**config.mk**
```make
export PLATFORM = sky130hd
export DESIGN_NAME = gpio_register_block_top
export DESIGN_NICKNAME = d
export VERILOG_FILES = /design/src/hdl/gpb_pkg.sv /design/src/hdl/gpb_decode.sv /design/src/hdl/gpb_regs.sv /design/src/hdl/gpio_register_block_top.sv
export SDC_FILE = /design/constraint.sdc
export NUM_CORES = 1
export LEC_CHECK = 0
export BUFFER_PORTS_ARGS = -buffer_cell sky130_fd_sc_hd__buf_4
export CORE_ASPECT_RATIO = 0.6
export CORE_MARGIN = 2
export CORE_UTILIZATION = 53
export DETAILED_ROUTE_END_ITERATION = 8
export PLACE_DENSITY = 0.82
export SYNTH_ARGS = -nofsm -noshare
export SYNTH_HDL_FRONTEND = slang
export SYNTH_HIERARCHICAL = 1
export SYNTH_SLANG_ARGS = --single-unit
export TNS_END_PERCENT = 100
```
**constraint.sdc**
```tcl
create_clock -name i_clk -period 4.3 [get_ports i_clk]
set_clock_uncertainty 0.1 [all_clocks]
set_input_delay 0.645 -clock i_clk [delete_from_list [all_inputs] [get_ports i_clk]]
set_output_delay 0.645 -clock i_clk [all_outputs]
set_load 0.05 [all_outputs]
```
**src/hdl/gpb_pkg.sv**
```systemverilog
package gpb_pkg;

    // pin and field geometry
    localparam int PIN_COUNT_DEF   = 54;
    localparam int FUNC_FIELD_BITS = 3;
    localparam int PULL_FIELD_BITS = 2;
    localparam int FSEL_WORDS      = 6;
    localparam int PINS_PER_FSEL   = 10;
    localparam int FSEL_WIDTH      = FUNC_FIELD_BITS * PINS_PER_FSEL;
    localparam int FSEL_IDX_BITS   = $clog2(FSEL_WORDS);
    localparam int PULL_WORDS      = 2;

    localparam logic [FUNC_FIELD_BITS-1:0] FUNC_OUTPUT = FUNC_FIELD_BITS'(1);

    // register word offsets
    localparam logic [5:0] IDX_FSEL_FIRST = 6'd0;
    localparam logic [5:0] IDX_FSEL_LAST  = 6'd5;
    localparam logic [5:0] IDX_SET0       = 6'd7;
    localparam logic [5:0] IDX_SET1       = 6'd8;
    localparam logic [5:0] IDX_CLR0       = 6'd10;
    localparam logic [5:0] IDX_CLR1       = 6'd11;
    localparam logic [5:0] IDX_LEV0       = 6'd13;
    localparam logic [5:0] IDX_LEV1       = 6'd14;
    localparam logic [5:0] IDX_PULL0      = 6'd57;
    localparam logic [5:0] IDX_PULL1      = 6'd58;

    // decoded register group of one access
    typedef struct packed {
        logic is_fsel;
        logic is_set;
        logic is_clr;
        logic is_lev;
        logic is_pull;
        logic hi;
        logic err;
    } t_dec;

    // bits of a function-select word that belong to existing pins
    function automatic logic [FSEL_WIDTH-1:0] fsel_word_mask(
        input logic [FSEL_IDX_BITS-1:0] w,
        input int                       pin_count
    );
        logic [FSEL_WIDTH-1:0] m;
        int                    pin;
        m = '0;
        for (int k = 0; k < PINS_PER_FSEL; k++) begin
            pin = int'(w) * PINS_PER_FSEL + k;
            if (pin < pin_count) begin
                m[k*FUNC_FIELD_BITS +: FUNC_FIELD_BITS] = '1;
            end
        end
        return m;
    endfunction

endpackage

```
**src/hdl/gpb_decode.sv**
```systemverilog
module gpb_decode (
    input  logic [5:0]    i_word_index,
    output gpb_pkg::t_dec o_dec
);
    import gpb_pkg::*;

    // map word offset to register group and upper/lower half
    always_comb begin
        o_dec = '0;
        unique case (i_word_index) inside
            [IDX_FSEL_FIRST:IDX_FSEL_LAST]: o_dec.is_fsel = 1'b1;
            IDX_SET0, IDX_SET1: begin
                o_dec.is_set = 1'b1;
                o_dec.hi     = (i_word_index == IDX_SET1);
            end
            IDX_CLR0, IDX_CLR1: begin
                o_dec.is_clr = 1'b1;
                o_dec.hi     = (i_word_index == IDX_CLR1);
            end
            IDX_LEV0, IDX_LEV1: begin
                o_dec.is_lev = 1'b1;
                o_dec.hi     = (i_word_index == IDX_LEV1);
            end
            IDX_PULL0, IDX_PULL1: begin
                o_dec.is_pull = 1'b1;
                o_dec.hi      = (i_word_index == IDX_PULL1);
            end
            default: o_dec.err = 1'b1;
        endcase
    end

endmodule

```
**src/hdl/gpb_regs.sv**
```systemverilog
module gpb_regs #(
    parameter int PIN_COUNT = gpb_pkg::PIN_COUNT_DEF
) (
    input  logic          i_clk,
    input  logic          i_rst_n,
    input  logic          i_en,
    input  logic          i_cmd,
    input  logic [5:0]    i_word_index,
    input  gpb_pkg::t_dec i_dec,
    input  logic [31:0]   i_write_data,
    input  logic [53:0]   i_pins_in,
    output logic [31:0]   o_read_data,
    output logic [63:0]   o_latch,
    output logic [63:0]   o_oe
);
    import gpb_pkg::*;

    localparam logic [63:0] PIN_MASK =
        (PIN_COUNT >= 64) ? '1 : ((64'd1 << PIN_COUNT) - 64'd1);
    localparam int FUNC_PINS = FSEL_WORDS * PINS_PER_FSEL;

    logic [FSEL_WIDTH-1:0] r_fsel [FSEL_WORDS];
    logic [PIN_COUNT-1:0]  r_latch;
    logic [31:0]           r_pull [PULL_WORDS];
    logic [PIN_COUNT-1:0]  n_latch;

    logic [63:0]              latch64;
    logic [63:0]              oe64;
    logic [63:0]              wr_shift;
    logic [63:0]              lev64;
    logic [FSEL_IDX_BITS-1:0] fsel_idx;

    assign fsel_idx = i_word_index[FSEL_IDX_BITS-1:0];
    assign latch64  = 64'(r_latch);
    assign wr_shift = i_dec.hi ? {i_write_data, 32'd0} : {32'd0, i_write_data};

    // output enables: one compare per pin that has a function field
    genvar p;
    generate
        for (p = 0; p < 64; p++) begin : g_oe
            if (p < PIN_COUNT && p < FUNC_PINS) begin : g_fn
                assign oe64[p] = (r_fsel[p / PINS_PER_FSEL]
                    [(p % PINS_PER_FSEL)*FUNC_FIELD_BITS +: FUNC_FIELD_BITS] == FUNC_OUTPUT);
            end else begin : g_in
                assign oe64[p] = 1'b0;
            end
        end
    endgenerate

    // next output latch from set and clear writes
    always_comb begin
        n_latch = r_latch;
        if (i_en && i_cmd && i_dec.is_set) begin
            n_latch = r_latch | PIN_COUNT'(wr_shift & PIN_MASK);
        end else if (i_en && i_cmd && i_dec.is_clr) begin
            n_latch = r_latch & ~PIN_COUNT'(wr_shift & PIN_MASK);
        end
    end

    // state update
    always_ff @(posedge i_clk) begin
        if (!i_rst_n) begin
            for (int w = 0; w < FSEL_WORDS; w++) begin
                r_fsel[w] <= '0;
            end
            r_pull[0] <= '0;
            r_pull[1] <= '0;
            r_latch   <= '0;
        end else begin
            r_latch <= n_latch;
            if (i_en && i_cmd && i_dec.is_fsel) begin
                r_fsel[fsel_idx] <= i_write_data[FSEL_WIDTH-1:0]
                                    & fsel_word_mask(fsel_idx, PIN_COUNT);
            end
            if (i_en && i_cmd && i_dec.is_pull) begin
                r_pull[i_dec.hi] <= i_write_data;
            end
        end
    end

    // pin levels: output pins show their latch, others the sampled input
    assign lev64 = (latch64 & oe64) | ((64'(i_pins_in) & PIN_MASK) & ~oe64);

    // read mux
    always_comb begin
        o_read_data = '0;
        if (!i_cmd) begin
            if (i_dec.is_fsel) begin
                o_read_data = 32'(r_fsel[fsel_idx]);
            end else if (i_dec.is_lev) begin
                o_read_data = i_dec.hi ? lev64[63:32] : lev64[31:0];
            end else if (i_dec.is_pull) begin
                o_read_data = r_pull[i_dec.hi];
            end
        end
    end

    assign o_latch = latch64;
    assign o_oe    = oe64;

endmodule

```
**src/hdl/gpio_register_block_top.sv**
```systemverilog
// GPIO register block for up to 54 pins (PIN_COUNT, 54 by default) on a 32-bit
// word bus. One access is taken in every cycle: busy never rises. The access
// is registered at the transfer edge, decoded and applied in the next cycle,
// and its result appears on the result ports in the cycle after that, marked by
// o_valid for exactly one cycle. The receiver cannot stall the block, so
// results must be captured when o_valid is high. Drive and output-enable ports
// always show the current latch and function selects; in the o_valid cycle
// they hold the state left by that access.
module gpio_register_block_top #(
    parameter int PIN_COUNT = gpb_pkg::PIN_COUNT_DEF
) (
    input  logic        i_clk,
    input  logic        i_rst_n,
    input  logic        start,
    output logic        busy,
    input  logic        i_cmd,
    input  logic [5:0]  i_word_index,
    input  logic [31:0] i_write_data,
    input  logic [31:0] i_pins_in_low,
    input  logic [21:0] i_pins_in_high,
    output logic        o_valid,
    output logic [31:0] o_read_data,
    output logic        o_access_error,
    output logic [31:0] o_drive_low,
    output logic [21:0] o_drive_high,
    output logic [31:0] o_out_enable_low,
    output logic [21:0] o_out_enable_high
);
    import gpb_pkg::*;

    logic        r_in_valid;
    logic        r_cmd;
    logic [5:0]  r_word_index;
    logic [31:0] r_write_data;
    logic [53:0] r_pins_in;
    logic        r_out_valid;
    logic [31:0] r_read_data;
    logic        r_access_error;

    t_dec        dec;
    logic [31:0] read_data;
    logic [63:0] latch64;
    logic [63:0] oe64;

    assign busy = 1'b0;

    // input register
    always_ff @(posedge i_clk) begin
        if (!i_rst_n) begin
            r_in_valid <= 1'b0;
        end else begin
            r_in_valid <= start && !busy;
        end
    end

    always_ff @(posedge i_clk) begin
        if (start && !busy) begin
            r_cmd        <= i_cmd;
            r_word_index <= i_word_index;
            r_write_data <= i_write_data;
            r_pins_in    <= {i_pins_in_high, i_pins_in_low};
        end
    end

    gpb_decode u_decode (
        .i_word_index (r_word_index),
        .o_dec        (dec)
    );

    gpb_regs #(
        .PIN_COUNT (PIN_COUNT)
    ) u_regs (
        .i_clk        (i_clk),
        .i_rst_n      (i_rst_n),
        .i_en         (r_in_valid),
        .i_cmd        (r_cmd),
        .i_word_index (r_word_index),
        .i_dec        (dec),
        .i_write_data (r_write_data),
        .i_pins_in    (r_pins_in),
        .o_read_data  (read_data),
        .o_latch      (latch64),
        .o_oe         (oe64)
    );

    // result register
    always_ff @(posedge i_clk) begin
        if (!i_rst_n) begin
            r_out_valid <= 1'b0;
        end else begin
            r_out_valid <= r_in_valid;
        end
    end

    always_ff @(posedge i_clk) begin
        if (r_in_valid) begin
            r_read_data    <= read_data;
            r_access_error <= dec.err;
        end
    end

    assign o_valid           = r_out_valid;
    assign o_read_data       = r_read_data;
    assign o_access_error    = r_access_error;
    assign o_drive_low       = latch64[31:0];
    assign o_drive_high      = latch64[53:32];
    assign o_out_enable_low  = oe64[31:0];
    assign o_out_enable_high = oe64[53:32];

endmodule

```
==> out/qor.yml <==
routed_wl_um: 71300
first_pass_iters: 6
initial_core_util_pct: 53.8
ir_drop_mv: 0.316
clock_power_share_pct: 37.5
multi_input_area_um2: 7220
cap_violations: 1
die_w_um: 265
syn_inst: 1596
h-tree-depth: 2
violations: "capacitance limit, slew limit"
postCtsSetupRepairBufs: 0
worstReg2RegStart: "r_word_index[0]"
drc: 0
tns_ns: 0
cp.arrival_ns: 3.89
cts_tree: "yes"
power_mw: 10.4
clk_latency_ns: 0.58
placed_area_um2: 24300
hp-class: "in -> reg"
fp.dieArea_um2: 42700
slew_headroom_pct: -2.69
min_from: "i_pins_in_high[19]"
fmax_ghz: 0.273
grt_pass1_vias: 14900
fin_crit_sh_pct: 85.3
p_sw_mw: 2.62
path_class: "reg -> reg"
hold_buffers: 0
setup_viol: 0
antenna_found_initial: 4
num_vias: 16000
cts.sinks: 486
io-pin-count: 239
yosys_warnings: 6
syn_avg_cell_area_um2: 13.6
drive_gt1_share_pct: 25.5
rsz0062_at_grt: "false"
grt_usage_pct: 32.9
required_ns: 4.52
grt_pass1_wl_um: 101000
finalHoldViolCount: 0
ctsRootBufferMaster: "clkbuf_16"
period_minus_slack_ns: 3.67
drtIter0Drc: 2626
ff2ff_setup_slack_ns: 0.63
antenna_left: 0
p_per_area_nw_per_um2: 403
grt_max_degree: 72
synth_nets: 1704
hold_depth: 1
seqPwrFrac_pct: 52.3
numCtsBuffers: 44
clk_pin_slew_ns: 0.07
p_leak_nw: 9.28
cp_max_fo: 18
grt.overflow.total: 0
internal_power_mw: 7.76
core_um2: 40400
hold_end: "r_pins_in[51]"
final_nets: 1940
clk_path_buf_depth: 3
p_sw_share_pct: 25.2
gp_congestion: 0.947
fillers: 2822
ff2ff_path_depth: 8
wl_per_cell_um: 29.7
worst_setup_path_start_kind: "flip-flop"
die_y_um: 161
io_buffers: 237
routed_via_density: 6.67
rows: 57
cp-end-kind: "flip-flop"
synthToLayoutAreaGrowth_pct: 18.4
stdcell_area_um2: 25700
place_hpwl_um: 50500
syn_area_um2: 21700
outcome: "complete, but fails checks"
regArea_um2: 14000
tightestPinTransition_ns: 1.54
p_comb_share_pct: 10.3
finalMaxSlewViolations: 3
ctsResizeCount: 0
worstReg2RegEnd: "u_regs/r_fsel[7][8]"
[routing by layer]
layer | routed length (µm) | track usage (%) | share of wire (%)
met1 | 27100 | 49.2 | 38
met4 | 1970 | 8.81 | 2.8
met2 | 28900 | 43.7 | 41
met5 | 14 | 0 | 0.020
met3 | 13300 | 14.0 | 19
[stage by stage]
step	setup slack (ns)	util, %	cells	hold slack [ns]
final	0.631	63.6	2400	0.132
after global routing	0.393	63.6	2398	0.125
after CTS	0.726	63.6	2396	0.127
after detailed placement	0.763	60.2	2316	0.395
after global placement	0.903	60.2	2316	0.386
after floorplan	0.0901	-	1596	0.456
[worst max path at each step]
| stage | slack, ns | to | startpoint |
|---|---|---|---|
| after global routing | 0.39 | u_regs/r_fsel[5][8] | r_word_index[0] |
| after floorplan | 0.09 | u_regs/r_fsel[5][0] | r_in_valid |
| final | 0.63 | u_regs/r_fsel[7][8] | r_word_index[0] |
| after detailed placement | 0.76 | u_regs/r_fsel[5][8] | r_word_index[0] |
| after CTS | 0.73 | u_regs/r_fsel[5][8] | r_word_index[0] |
| after global placement | 0.90 | u_regs/r_fsel[5][8] | r_word_index[0] |
[critical path, stage by stage (launching register included)]
cell      delay [ns]
edfxtp_1        0.71
ha_1            0.29
xor2_2          0.54
ha_1            0.44
a21boi_0        0.19
o22ai_2         0.35
a222oi_1        0.13
buf_4           0.24
nor3b_1         0.43
[placed cells by master (no fill, tap or decap), drive strengths merged, types with 25 or more instances in the layout]
cell / instances
nand2b: 36
mux2i: 78
edfxtp: 430
a31oi: 25
nor3: 53
nor3b: 66
a21oi: 28
nand3: 35
o21a: 32
mux4: 60
clkbuf: 58
nor4: 55
o21ai: 65
dfxtp: 56
and2: 40
buf: 305
nand2: 99
nor2: 145
[final cells by class]
cell class / instances / share of cell area (%)
clock buffers: 57 / 4.59
flip-flops and latches: 486 / 54.5
clock inverters: 23 / 0.773
diodes: 3 / 0.0292
well taps: 531 / 2.58
repair buffers: 306 / 9.27
multi-input cells: 982 / 28.1
inverters: 12 / 0.175
[power by group through the flow]
stage               registers [mW]  clock network (mW)  logic (mW)
floorplan                     5.48                   0       0.632
global placement              5.51                   0        1.01
detailed placement            5.51                   0        1.03
CTS                           5.41                3.89        1.03
global route                  5.43                4.07        1.11
finish                        5.43                3.89        1.06
No activity file was read; power rests on OpenSTA's default activity.
